`config.mk`:
```
export PLATFORM = sky130hd
export DESIGN_NAME = road_segment_projector_top
export DESIGN_NICKNAME = d
export VERILOG_FILES = /design/src/hdl/rsp_pkg.sv /design/src/hdl/rsp_div.sv /design/src/hdl/road_segment_projector_top.sv
export VERILOG_INCLUDE_DIRS = /design/src /design/src/hdl
export SDC_FILE = /design/constraint.sdc
export NUM_CORES = 2
export LEC_CHECK = 0
export BUFFER_PORTS_ARGS = -buffer_cell sky130_fd_sc_hd__buf_2
export CAP_MARGIN = 10
export CORE_ASPECT_RATIO = 1.4
export CORE_MARGIN = 3
export CORE_UTILIZATION = 60
export CTS_CLUSTER_SIZE = 24
export DETAILED_ROUTE_END_ITERATION = 16
export PLACE_DENSITY = 0.8
export SLEW_MARGIN = 20
export SYNTH_ARGS = -nofsm -noshare
export SYNTH_HDL_FRONTEND = slang
export SYNTH_SLANG_ARGS = --single-unit
```
`constraint.sdc`:
```
create_clock -name clk_i -period 13.1 [get_ports clk_i]
set_input_delay 2.62 -clock clk_i [delete_from_list [all_inputs] [get_ports clk_i]]
set_output_delay 2.62 -clock clk_i [all_outputs]
set_load 0.01 [all_outputs]
```
`src/hdl/assert_macros.svh`:
```
// Assertion macros for the projector RTL.
`ifndef ASSERT_MACROS_SVH
`define ASSERT_MACROS_SVH

`ifndef NO_ASSERTIONS
// Same-cycle implication, checked at every rising edge outside reset.
`define ASSERT_IMPL(lbl, clk, rstn, ante, cons) \
  lbl: assert property (@(posedge clk) disable iff (!rstn) (ante) |-> (cons)) \
    else $error("same-cycle implication violated");
// Next-cycle implication, checked at every rising edge outside reset.
`define ASSERT_NEXT(lbl, clk, rstn, ante, cons) \
  lbl: assert property (@(posedge clk) disable iff (!rstn) (ante) |=> (cons)) \
    else $error("next-cycle implication violated");
`else
`define ASSERT_IMPL(lbl, clk, rstn, ante, cons)
`define ASSERT_NEXT(lbl, clk, rstn, ante, cons)
`endif

`endif

```
`src/hdl/rsp_pkg.sv`:
```
// Shared widths, register indexes, types and helper functions of the road projector.
`default_nettype none

package rsp_pkg;

  // Configuration port.
  localparam int CFG_IDX_W  = 3;
  localparam int CFG_DATA_W = 24;

  localparam logic [CFG_IDX_W-1:0] REG_CAMERA_DEPTH    = 3'd0;
  localparam logic [CFG_IDX_W-1:0] REG_CAMERA_HEIGHT   = 3'd1;
  localparam logic [CFG_IDX_W-1:0] REG_ROAD_HALF_WIDTH = 3'd2;
  localparam logic [CFG_IDX_W-1:0] REG_SCREEN_WIDTH    = 3'd3;
  localparam logic [CFG_IDX_W-1:0] REG_SCREEN_HEIGHT   = 3'd4;
  localparam logic [CFG_IDX_W-1:0] REG_TRACK_LENGTH    = 3'd5;

  // Stream widths.
  localparam int IN_DATA_W  = 160;
  localparam int OUT_DATA_W = 112;
  localparam int OUT_USER_W = 3;

  // Serial divider: Q16 scale = (camera_depth << 16) / distance.
  localparam int DIVIDEND_W = 32;
  localparam int DIVISOR_W  = 26;
  localparam int DIV_STEPS  = DIVIDEND_W;
  localparam int DIV_CNT_W  = $clog2(DIV_STEPS + 1);

  // Shared multiplier operands and product.
  localparam int MUL_A_W = 35;
  localparam int MUL_B_W = 28;
  localparam int PROD_W  = MUL_A_W + MUL_B_W;

  // Projected values are clamped to +-2^33; beyond that the pixel result saturates anyway.
  localparam logic signed [PROD_W-1:0] PROJ_LIM_HI = 63'sd8589934592;
  localparam logic signed [PROD_W-1:0] PROJ_LIM_LO = -63'sd8589934592;
  localparam logic signed [MUL_A_W-1:0] HALF_SCREEN_Q17 = 35'sd65536;
  localparam int FRAC_SHIFT = 17;

  localparam logic signed [PROD_W-1:0] PIX_HI = 63'sd32767;
  localparam logic signed [PROD_W-1:0] PIX_LO = -63'sd32768;

  localparam logic signed [32:0] CRV_HI = 33'sd2147483647;
  localparam logic signed [32:0] CRV_LO = -33'sd2147483648;

  // Division by three for the stripe: ceil(2^17 / 3) is exact for 16-bit indexes.
  localparam logic [32:0] STRIPE_RECIP = 33'd43691;
  localparam int STRIPE_SHIFT = 17;

  typedef struct packed {
    logic                  start;
    logic [DIVIDEND_W-1:0] dividend;
    logic [DIVISOR_W-1:0]  divisor;
  } div_req_t;

  typedef struct packed {
    logic                  busy;
    logic                  done;
    logic [DIVIDEND_W-1:0] quotient;
  } div_rsp_t;

  // Clamp a raw product to the projection limits.
  function automatic logic signed [MUL_A_W-1:0] clamp_proj(input logic signed [PROD_W-1:0] p);
    logic signed [MUL_A_W-1:0] r;
    if (p > PROJ_LIM_HI) begin
      r = PROJ_LIM_HI[MUL_A_W-1:0];
    end else if (p < PROJ_LIM_LO) begin
      r = PROJ_LIM_LO[MUL_A_W-1:0];
    end else begin
      r = p[MUL_A_W-1:0];
    end
    return r;
  endfunction

  // Floor-divide by 2^17 and saturate to a 16-bit pixel value.
  function automatic logic signed [15:0] to_pixel(input logic signed [PROD_W-1:0] p);
    logic signed [PROD_W-1:0] s;
    logic signed [15:0] r;
    s = p >>> FRAC_SHIFT;
    if (s > PIX_HI) begin
      r = 16'sh7fff;
    end else if (s < PIX_LO) begin
      r = 16'sh8000;
    end else begin
      r = s[15:0];
    end
    return r;
  endfunction

  // Saturate a curve sum to the signed 32-bit range.
  function automatic logic signed [31:0] sat_curve(input logic signed [32:0] v);
    logic signed [31:0] r;
    if (v > CRV_HI) begin
      r = 32'sh7fffffff;
    end else if (v < CRV_LO) begin
      r = 32'sh80000000;
    end else begin
      r = v[31:0];
    end
    return r;
  endfunction

endpackage

`default_nettype wire

```
`src/hdl/rsp_div.sv`:
```
// Restoring serial divider, one quotient bit per cycle, for the perspective scale.
`default_nettype none

module rsp_div
  import rsp_pkg::*;
(
  input  wire logic     clk_i,
  input  wire logic     rst_ni,
  input  wire div_req_t req_i,
  output div_rsp_t      rsp_o
);

  logic [DIVISOR_W-1:0]  rem_q;
  logic [DIVIDEND_W-1:0] quo_q;
  logic [DIVISOR_W-1:0]  dvs_q;
  logic [DIV_CNT_W-1:0]  cnt_q;
  logic                  busy_q;
  logic                  done_q;

  logic [DIVISOR_W:0]    shifted;
  logic [DIVISOR_W+1:0]  trial;
  logic                  fits;

  // Trial subtraction of the divisor from the shifted partial remainder.
  assign shifted = {rem_q, quo_q[DIVIDEND_W-1]};
  assign trial   = {1'b0, shifted} - {2'b00, dvs_q};
  assign fits    = !trial[DIVISOR_W+1];

  // Step counter and handshake flags.
  always_ff @(posedge clk_i or negedge rst_ni) begin
    if (!rst_ni) begin
      cnt_q  <= '0;
      busy_q <= 1'b0;
      done_q <= 1'b0;
    end else begin
      done_q <= 1'b0;
      if (req_i.start) begin
        cnt_q  <= DIV_CNT_W'(DIV_STEPS);
        busy_q <= 1'b1;
      end else if (busy_q) begin
        cnt_q <= cnt_q - DIV_CNT_W'(1);
        if (cnt_q == DIV_CNT_W'(1)) begin
          busy_q <= 1'b0;
          done_q <= 1'b1;
        end
      end
    end
  end

  // Remainder and quotient shift register; the dividend shifts out as quotient bits shift in.
  always_ff @(posedge clk_i) begin
    if (req_i.start) begin
      rem_q <= '0;
      quo_q <= req_i.dividend;
      dvs_q <= req_i.divisor;
    end else if (busy_q) begin
      rem_q <= fits ? trial[DIVISOR_W-1:0] : shifted[DIVISOR_W-1:0];
      quo_q <= {quo_q[DIVIDEND_W-2:0], fits};
    end
  end

  assign rsp_o.busy     = busy_q;
  assign rsp_o.done     = done_q;
  assign rsp_o.quotient = quo_q;

endmodule

`default_nettype wire

```
`src/hdl/road_segment_projector_top.sv`:
```
// Top level of the pseudo-3D road segment projector.
//
//  Channel   Direction  Fields
//  s_axis    in         tuser: frame_start; tdata: segment and camera fields
//  m_axis    out        tuser: visible, behind_camera, stripe; tdata: pixel fields
//  cfg       in         write enable, register index, data; no read-back
//
// From input transfer to the next input transfer, a segment runs through a setup
// step, the 32-step serial divider, then six passes through the shared
// multiplier, each followed by a clamp or saturate step, and an output step.
// A segment behind the camera skips the divider.
// The input is ready only when the sequencer is idle; a finished result waits
// in the output register, and the sequencer holds before its last step while it
// is still occupied. Reset clears the curve, horizon and previous-segment state.
`default_nettype none

`include "assert_macros.svh"

module road_segment_projector_top
  import rsp_pkg::*;
(
  input  wire logic                  clk_i,
  input  wire logic                  rst_ni,
  input  wire logic                  s_axis_tvalid_i,
  output      logic                  s_axis_tready_o,
  // cam_pos[23:0], cam_lateral[44:24], base_height[61:45], seg_z[85:62],
  // seg_x[102:86], seg_y[119:103], seg_curve[135:120], wrapped[136],
  // seg_index[152:137], zero fill above
  input  wire logic [IN_DATA_W-1:0]  s_axis_tdata_i,
  // frame_start
  input  wire logic                  s_axis_tuser_i,
  output      logic                  m_axis_tvalid_o,
  input  wire logic                  m_axis_tready_i,
  // screen_x[15:0], screen_y[31:16], half_width_px[47:32], clip_y[63:48],
  // prev_x[79:64], prev_y[95:80], prev_w[111:96]
  output      logic [OUT_DATA_W-1:0] m_axis_tdata_o,
  // visible[0], behind_camera[1], stripe[2]
  output      logic [OUT_USER_W-1:0] m_axis_tuser_o,
  input  wire logic                  cfg_we_i,
  input  wire logic [CFG_IDX_W-1:0]  cfg_idx_i,
  input  wire logic [CFG_DATA_W-1:0] cfg_data_i
);

  typedef enum logic [3:0] {
    ST_IDLE, ST_SETUP, ST_DIV,
    ST_MX1, ST_FX1, ST_MX2, ST_FX2,
    ST_MY1, ST_FY1, ST_MY2, ST_FY2,
    ST_MW1, ST_FW1, ST_MW2, ST_FW2,
    ST_OUT
  } state_e;

  // Configuration registers.
  logic [15:0] cam_depth_q, cam_height_q, road_hw_q;
  logic [11:0] scr_w_q, scr_h_q;
  logic [23:0] track_len_q;

  // Control and frame state.
  state_e             state_q;
  logic               m_valid_q;
  logic signed [31:0] curve_off_q, curve_step_q;
  logic signed [15:0] horizon_q, last_x_q, last_y_q, last_w_q;

  // Latched input item.
  logic [23:0]        in_cam_pos_q, in_seg_z_q;
  logic signed [20:0] in_lat_q;
  logic signed [16:0] in_base_q, in_seg_x_q, in_seg_y_q;
  logic signed [15:0] in_curve_q;
  logic               in_wrapped_q;
  logic [15:0]        in_idx_q;

  // Datapath registers.
  logic signed [MUL_B_W-1:0] dx_q, dy_q;
  logic [DIVIDEND_W-1:0]     scale_q;
  logic signed [MUL_A_W-1:0] acc_q;
  logic signed [PROD_W-1:0]  prod_q;
  logic signed [15:0]        sx_q, sy_q, hw_q;
  logic                      behind_q, stripe_q;

  // Output register.
  logic signed [15:0] o_sx_q, o_sy_q, o_hw_q, o_clip_q, o_px_q, o_py_q, o_pw_q;
  logic               o_vis_q, o_behind_q, o_stripe_q;

  logic               in_xfer, out_load, vis;
  logic signed [26:0] depth_dist;
  logic               behind;
  logic signed [33:0] cx_num;
  logic signed [25:0] camx;
  logic signed [18:0] camy;
  logic signed [MUL_B_W-1:0] dx, dy;
  logic [32:0]        stripe_prod;
  logic signed [MUL_A_W-1:0] mul_a;
  logic signed [MUL_B_W-1:0] mul_b;
  logic signed [PROD_W-1:0]  prod_d;
  div_req_t           div_req;
  div_rsp_t           div_rsp;

  assign in_xfer  = s_axis_tvalid_i && s_axis_tready_o;
  assign out_load = (state_q == ST_OUT) && (!m_valid_q || m_axis_tready_i);
  assign vis      = !behind_q && (sy_q <= horizon_q);

  // Configuration writes; indexes beyond the list are dropped.
  always_ff @(posedge clk_i or negedge rst_ni) begin
    if (!rst_ni) begin
      cam_depth_q  <= 16'd100;
      cam_height_q <= 16'd1500;
      road_hw_q    <= 16'd1000;
      scr_w_q      <= 12'd640;
      scr_h_q      <= 12'd480;
      track_len_q  <= 24'd0;
    end else if (cfg_we_i) begin
      unique case (cfg_idx_i)
        REG_CAMERA_DEPTH:    cam_depth_q  <= cfg_data_i[15:0];
        REG_CAMERA_HEIGHT:   cam_height_q <= cfg_data_i[15:0];
        REG_ROAD_HALF_WIDTH: road_hw_q    <= cfg_data_i[15:0];
        REG_SCREEN_WIDTH:    scr_w_q      <= cfg_data_i[11:0];
        REG_SCREEN_HEIGHT:   scr_h_q      <= cfg_data_i[11:0];
        REG_TRACK_LENGTH:    track_len_q  <= cfg_data_i;
        default: ;
      endcase
    end
  end

  // Depth distance, wrapped past the track end when flagged.
  assign depth_dist = $signed({3'b000, in_seg_z_q}) - $signed({3'b000, in_cam_pos_q})
                    + $signed({3'b000, in_wrapped_q ? track_len_q : 24'd0});
  assign behind = depth_dist[26] || (depth_dist == 27'sd0);

  // Camera x with the curve offset, divided by 256 and truncated toward zero.
  assign cx_num = $signed({{5{in_lat_q[20]}}, in_lat_q, 8'h00})
                - $signed({{2{curve_off_q[31]}}, curve_off_q});
  assign camx = $signed(cx_num[33:8])
              + $signed({25'd0, cx_num[33] && (cx_num[7:0] != 8'h00)});
  assign camy = $signed({3'b000, cam_height_q}) + $signed({{2{in_base_q[16]}}, in_base_q});

  assign dx = $signed({{11{in_seg_x_q[16]}}, in_seg_x_q}) - $signed({{2{camx[25]}}, camx});
  assign dy = $signed({{11{in_seg_y_q[16]}}, in_seg_y_q}) - $signed({{9{camy[18]}}, camy});

  // Stripe bit: bit 0 of index / 3 via a reciprocal multiply.
  assign stripe_prod = 33'(in_idx_q) * STRIPE_RECIP;

  // Divider request: issued from the setup step when the segment is ahead.
  assign div_req.start    = (state_q == ST_SETUP) && !behind;
  assign div_req.dividend = {cam_depth_q, 16'h0000};
  assign div_req.divisor  = depth_dist[DIVISOR_W-1:0];

  rsp_div u_div (
    .clk_i  (clk_i),
    .rst_ni (rst_ni),
    .req_i  (div_req),
    .rsp_o  (div_rsp)
  );

  // Operand selection for the shared multiplier.
  always_comb begin
    mul_a = '0;
    mul_b = '0;
    unique case (state_q)
      ST_MX1: begin
        mul_a = $signed({3'b000, scale_q});
        mul_b = dx_q;
      end
      ST_MY1: begin
        mul_a = $signed({3'b000, scale_q});
        mul_b = dy_q;
      end
      ST_MW1: begin
        mul_a = $signed({3'b000, scale_q});
        mul_b = $signed({12'd0, road_hw_q});
      end
      ST_MX2, ST_MW2: begin
        mul_a = acc_q;
        mul_b = $signed({16'd0, scr_w_q});
      end
      ST_MY2: begin
        mul_a = acc_q;
        mul_b = $signed({16'd0, scr_h_q});
      end
      default: ;
    endcase
  end

  assign prod_d = mul_a * mul_b;

  // Sequencer, output valid and per-frame state.
  always_ff @(posedge clk_i or negedge rst_ni) begin
    if (!rst_ni) begin
      state_q      <= ST_IDLE;
      m_valid_q    <= 1'b0;
      curve_off_q  <= '0;
      curve_step_q <= '0;
      horizon_q    <= '0;
      last_x_q     <= '0;
      last_y_q     <= '0;
      last_w_q     <= '0;
    end else begin
      if (out_load) begin
        m_valid_q <= 1'b1;
      end else if (m_axis_tready_i) begin
        m_valid_q <= 1'b0;
      end
      unique case (state_q)
        ST_IDLE: begin
          if (in_xfer) begin
            if (s_axis_tuser_i) begin
              curve_off_q  <= '0;
              curve_step_q <= '0;
              horizon_q    <= $signed({4'h0, scr_h_q});
            end
            state_q <= ST_SETUP;
          end
        end
        ST_SETUP: state_q <= behind ? ST_MX1 : ST_DIV;
        ST_DIV: begin
          if (div_rsp.done) begin
            state_q <= ST_MX1;
          end
        end
        ST_MX1: state_q <= ST_FX1;
        ST_FX1: state_q <= ST_MX2;
        ST_MX2: state_q <= ST_FX2;
        ST_FX2: state_q <= ST_MY1;
        ST_MY1: state_q <= ST_FY1;
        ST_FY1: state_q <= ST_MY2;
        ST_MY2: state_q <= ST_FY2;
        ST_FY2: state_q <= ST_MW1;
        ST_MW1: state_q <= ST_FW1;
        ST_FW1: state_q <= ST_MW2;
        ST_MW2: state_q <= ST_FW2;
        ST_FW2: state_q <= ST_OUT;
        ST_OUT: begin
          if (out_load) begin
            curve_off_q  <= sat_curve(33'(curve_off_q) + 33'(curve_step_q));
            curve_step_q <= sat_curve(33'(curve_step_q) + 33'(in_curve_q));
            if (vis) begin
              horizon_q <= sy_q;
            end
            last_x_q <= sx_q;
            last_y_q <= sy_q;
            last_w_q <= hw_q;
            state_q  <= ST_IDLE;
          end
        end
        default: state_q <= ST_IDLE;
      endcase
    end
  end

  // Input latch and arithmetic datapath.
  always_ff @(posedge clk_i) begin
    if (in_xfer) begin
      in_cam_pos_q <= s_axis_tdata_i[23:0];
      in_lat_q     <= s_axis_tdata_i[44:24];
      in_base_q    <= s_axis_tdata_i[61:45];
      in_seg_z_q   <= s_axis_tdata_i[85:62];
      in_seg_x_q   <= s_axis_tdata_i[102:86];
      in_seg_y_q   <= s_axis_tdata_i[119:103];
      in_curve_q   <= s_axis_tdata_i[135:120];
      in_wrapped_q <= s_axis_tdata_i[136];
      in_idx_q     <= s_axis_tdata_i[152:137];
    end
    unique case (state_q)
      ST_SETUP: begin
        dx_q     <= dx;
        dy_q     <= dy;
        behind_q <= behind;
        stripe_q <= stripe_prod[STRIPE_SHIFT];
        scale_q  <= '0;
      end
      ST_DIV: begin
        if (div_rsp.done) begin
          scale_q <= div_rsp.quotient;
        end
      end
      ST_MX1, ST_MX2, ST_MY1, ST_MY2, ST_MW1, ST_MW2: prod_q <= prod_d;
      ST_FX1: acc_q <= HALF_SCREEN_Q17 + clamp_proj(prod_q);
      ST_FY1: acc_q <= HALF_SCREEN_Q17 - clamp_proj(prod_q);
      ST_FW1: acc_q <= clamp_proj(prod_q);
      ST_FX2: sx_q <= to_pixel(prod_q);
      ST_FY2: sy_q <= to_pixel(prod_q);
      ST_FW2: hw_q <= to_pixel(prod_q);
      ST_OUT: begin
        if (out_load) begin
          o_sx_q     <= sx_q;
          o_sy_q     <= sy_q;
          o_hw_q     <= hw_q;
          o_clip_q   <= horizon_q;
          o_px_q     <= last_x_q;
          o_py_q     <= last_y_q;
          o_pw_q     <= last_w_q;
          o_vis_q    <= vis;
          o_behind_q <= behind_q;
          o_stripe_q <= stripe_q;
        end
      end
      default: ;
    endcase
  end

  assign s_axis_tready_o = (state_q == ST_IDLE);
  assign m_axis_tvalid_o = m_valid_q;
  assign m_axis_tdata_o  = {o_pw_q, o_py_q, o_px_q, o_clip_q, o_hw_q, o_sy_q, o_sx_q};
  assign m_axis_tuser_o  = {o_stripe_q, o_behind_q, o_vis_q};

  // The sequencer goes busy straight after taking a segment.
  `ASSERT_NEXT(a_busy_after_xfer, clk_i, rst_ni, in_xfer, !s_axis_tready_o)
  // The divider only runs while the sequencer waits for it.
  `ASSERT_IMPL(a_div_in_div_state, clk_i, rst_ni, div_rsp.busy, state_q == ST_DIV)
  // A drawn segment is never behind the camera.
  `ASSERT_IMPL(a_vis_not_behind, clk_i, rst_ni, m_valid_q, !(o_vis_q && o_behind_q))
  // A drawn segment lies on or above the horizon it was clipped against.
  `ASSERT_IMPL(a_vis_above_clip, clk_i, rst_ni, m_valid_q && o_vis_q, o_sy_q <= o_clip_q)

endmodule

`default_nettype wire

```
==> summary.md <==
| Metric | Value |
|---|---|
| Outcome | `finished, final reports clean` |
| Setup TNS | `0 ps` |
| Synth Area in Simple Gates | `11.8%` |
| Fin crit period | `11340 ps` |
| Sequential area share after synthesis | `29.9%` |
| FF+latch count, synth | `815` |
| Clock Tree Root | `clkbuf_16` |
| Max Clock Freq | `88.2 MHz` |
| Worst Path Required | `13540 ps` |
| Vert. Die Dim | `429 um` |
| Area of the core | `0.126 mm^2` |
| Max_cap viols | `0` |
| Kind of end point of the critical path | `flop` |
| Fin util | `65.7%` |
| Final Cycle Share | `86.6%` |
| Slowest Stage Delay on Critical Path | `980 ps` |
| Total clock sinks | `815` |
| CTS tree | `done` |
| Avg Cell Area, Syn | `10.2 um^2` |
| Worst-margin pin slew | `1170 ps` |
| H-tree lvl count | `3` |
| Tot GR Track Use | `32.1%` |
| Post-Layout Cell Count | `9499` |
| Die width | `308 um` |
| Worst path top cell family by delay | `adder cells` |
| Synth warnings | `0` |
| Yosys cell types | `89` |
| Routing usage on met1 | `37.2%` |
| Final Hold Violating Endpoints | `0` |
| Post-route ant nets | `0` |
| Gr busiest metal | `met2` |
| Routing usage on met2 | `54.3%` |
| Share of async-settable or async-resettable flops after synthesis | `29.1%` |
| Die area | `0.132 mm^2` |
| Critical path fanouts, max | `25` |
| XOR/XNOR Fraction of Synth Area | `2.80%` |
| Met3 Usage GRT | `5.41%` |
| Initial antenna violation count | `6` |
| Worst skew pair latency | `700 ps` |
| First-pass GRT wire length | `327 mm` |
| Syn-to-layout area delta | `8.23%` |
| PostCTS Resize Cnt | `0` |
| Synthesized-area fraction occupied by adder cells | `36.6%` |
| DR DRC count | `0` |
| # setup viols final | `0` |
| WP buf/inv | `3` |
| Nets@finish | `9584` |
| Largest net degree at the start of global routing | `94` |
| Final Slew Violations | `0` |
| Commonest non-fill, non-tap cells in the layout | `inv_1 (1307), fa_1 (1074), nand2_1 (924)` |
| EDFF count, synth | `536` |
| Slowest CP cell | `dfrtp_1` |
| Post-synth top flop | `edfxtp_1` |
| Portion of netlist area occupied by mux cells | `1.87%` |
| DP HPWL | `163 mm` |
| Total clock buffers created by CTS | `74` |
| RSZ-0062 raised after global routing | `no` |
| Num ports | `310` |
| Port bufs | `302` |
| Max Buffers Root-to-Sink | `3` |
| Overflow after GRT | `0` |
| Worst path most repeated cell | `fa_1` |
| Most common library cell in the layout ignoring fill and taps | `inv_1` |
| Startpoint types | `flop` |
| Via density | `5.95` |
| Hold slack final | `444 ps` |
| Post-cts hold buffer count | `0` |
| Crit path kind | `flop to flop` |
| Main area contributors after synthesis | `fa_1 (28%), edfxtp_1 (21%), ha_1 (8.6%)` |
| Via count | `56500` |
| Mapped Area | `0.0767 mm^2` |
| Iteration-0 DRC Markers | `4114` |
| Clock-pin slew on the worst setup and hold paths | `70 ps` |
| Cell taking the most area after synthesis | `fa_1` |
| Cells after DPL | `9354` |
| Reg2Reg Setup Slack | `1760 ps` |
| Fillers | `9538` |
| Synth Instances | `7526` |
| HP Class | `flop to flop` |
| Starting Density | `60.7%` |
| Area share of the largest cell type after synthesis | `28.0%` |
| Max_slew headroom | `22.3%` |
| DRT Pass-1 Iters | `6` |
| Routed wire length per instance | `21.8 um` |
| Largest family of logic cells by synthesized area | `adder cells` |
| Share of cells above drive strength 1 | `9.05%` |
| Final WL | `207 mm` |
| Compound-Gate Fraction of Synth Area | `9.18%` |
| Routability cong. | `0.965` |
| Setup bufs post-CTS | `0` |
| CP Data Arrival Time | `11790 ps` |
| Rows | `154` |
| Number of global-route vias before repair | `60200` |
| Clk_skew | `60.1 ps` |
## worst reg2reg max path, delay by kind of cell, from the launching register on
kind            cells  cell delay (ps)
fa+ha+maj           9             4250
simple gates        6             2670
compound gates     10             2980
buf+inv             3              220
flops               1              980
## sequential cells by signal, summed over array words and instances, names as in the netlist, 21 cells and up
register	cells
track_len_q	24
curve_off_q	32
prod_q	63
u_div.dvs_q	26
acc_q	35
u_div.rem_q	26
scale_q	32
in_cam_pos_q	24
in_lat_q	21
in_seg_z_q	24
curve_step_q	32
dx_q	27
u_div.quo_q	32
## worst paths after layout
check	from	end	cells after the start
min in group asynchronous	rst_ni	last_y_q[14]	1
worst min register to register	sx_q[12]	o_sx_q[12]	0
max in group asynchronous	rst_ni	curve_step_q[27]	2
worst max-delay path	state_q[3]	prod_q[40]	28
worst max register to register	state_q[3]	prod_q[40]	28
worst min-delay path	sx_q[12]	o_sx_q[12]	0
## through the flow
step	setup WS (ps)	area, um^2
2_1_floorplan	3570	76900
3_3_place_gp	2120	80300
3_5_place_dp	1990	80300
4_1_cts	1910	83000
5_1_grt	1190	83000
6_report	1760	83000
## cells by family after synthesis
logic type      after synthesis
mux                         133
flops                       815
xor+xnor                    245
fa+ha+maj                  1598
buf+inv                    1599
compound gates             1020
other cells                   2
simple gates               2114
## cell type report
class / count / area (um^2) / area share [%]
Antenna cell: 6 / 15.0 / 0.0181
Clock inverter: 50 / 624 / 0.752
Tap cell: 1638 / 2050 / 2.47
Multi-Input combinational cell: 5170 / 48100 / 57.9
Clock buffer: 88 / 2000 / 2.40
Inverter: 1309 / 4920 / 5.93
Timing Repair Buffer: 423 / 2440 / 2.94
Sequential cell: 815 / 22900 / 27.6
## cells in the mapped netlist (92+ instances only)
| master | count |
|---|---|
| a21oi_1 | 218 |
| and2_1 | 92 |
| clkbuf_1 | 259 |
| dfrtp_1 | 215 |
| edfxtp_1 | 536 |
| fa_1 | 1074 |
| ha_1 | 524 |
| inv_1 | 1307 |
| nand2_1 | 925 |
| nor2_1 | 712 |
| o21ai_0 | 180 |
| xnor2_1 | 179 |
## routing by layer
metal / vias to the layer above / routed length, um / share of wire (%)
li1: 24800 / - / -
met4: 0 / 17400 / 8.4
met3: 815 / 16300 / 7.9
met2: 2619 / 102000 / 49
met5: - / 0 / 0
met1: 28300 / 71300 / 34
Power is not shown: default switching activity piles up to over one toggle a cycle in this logic, so the estimate is an artifact.
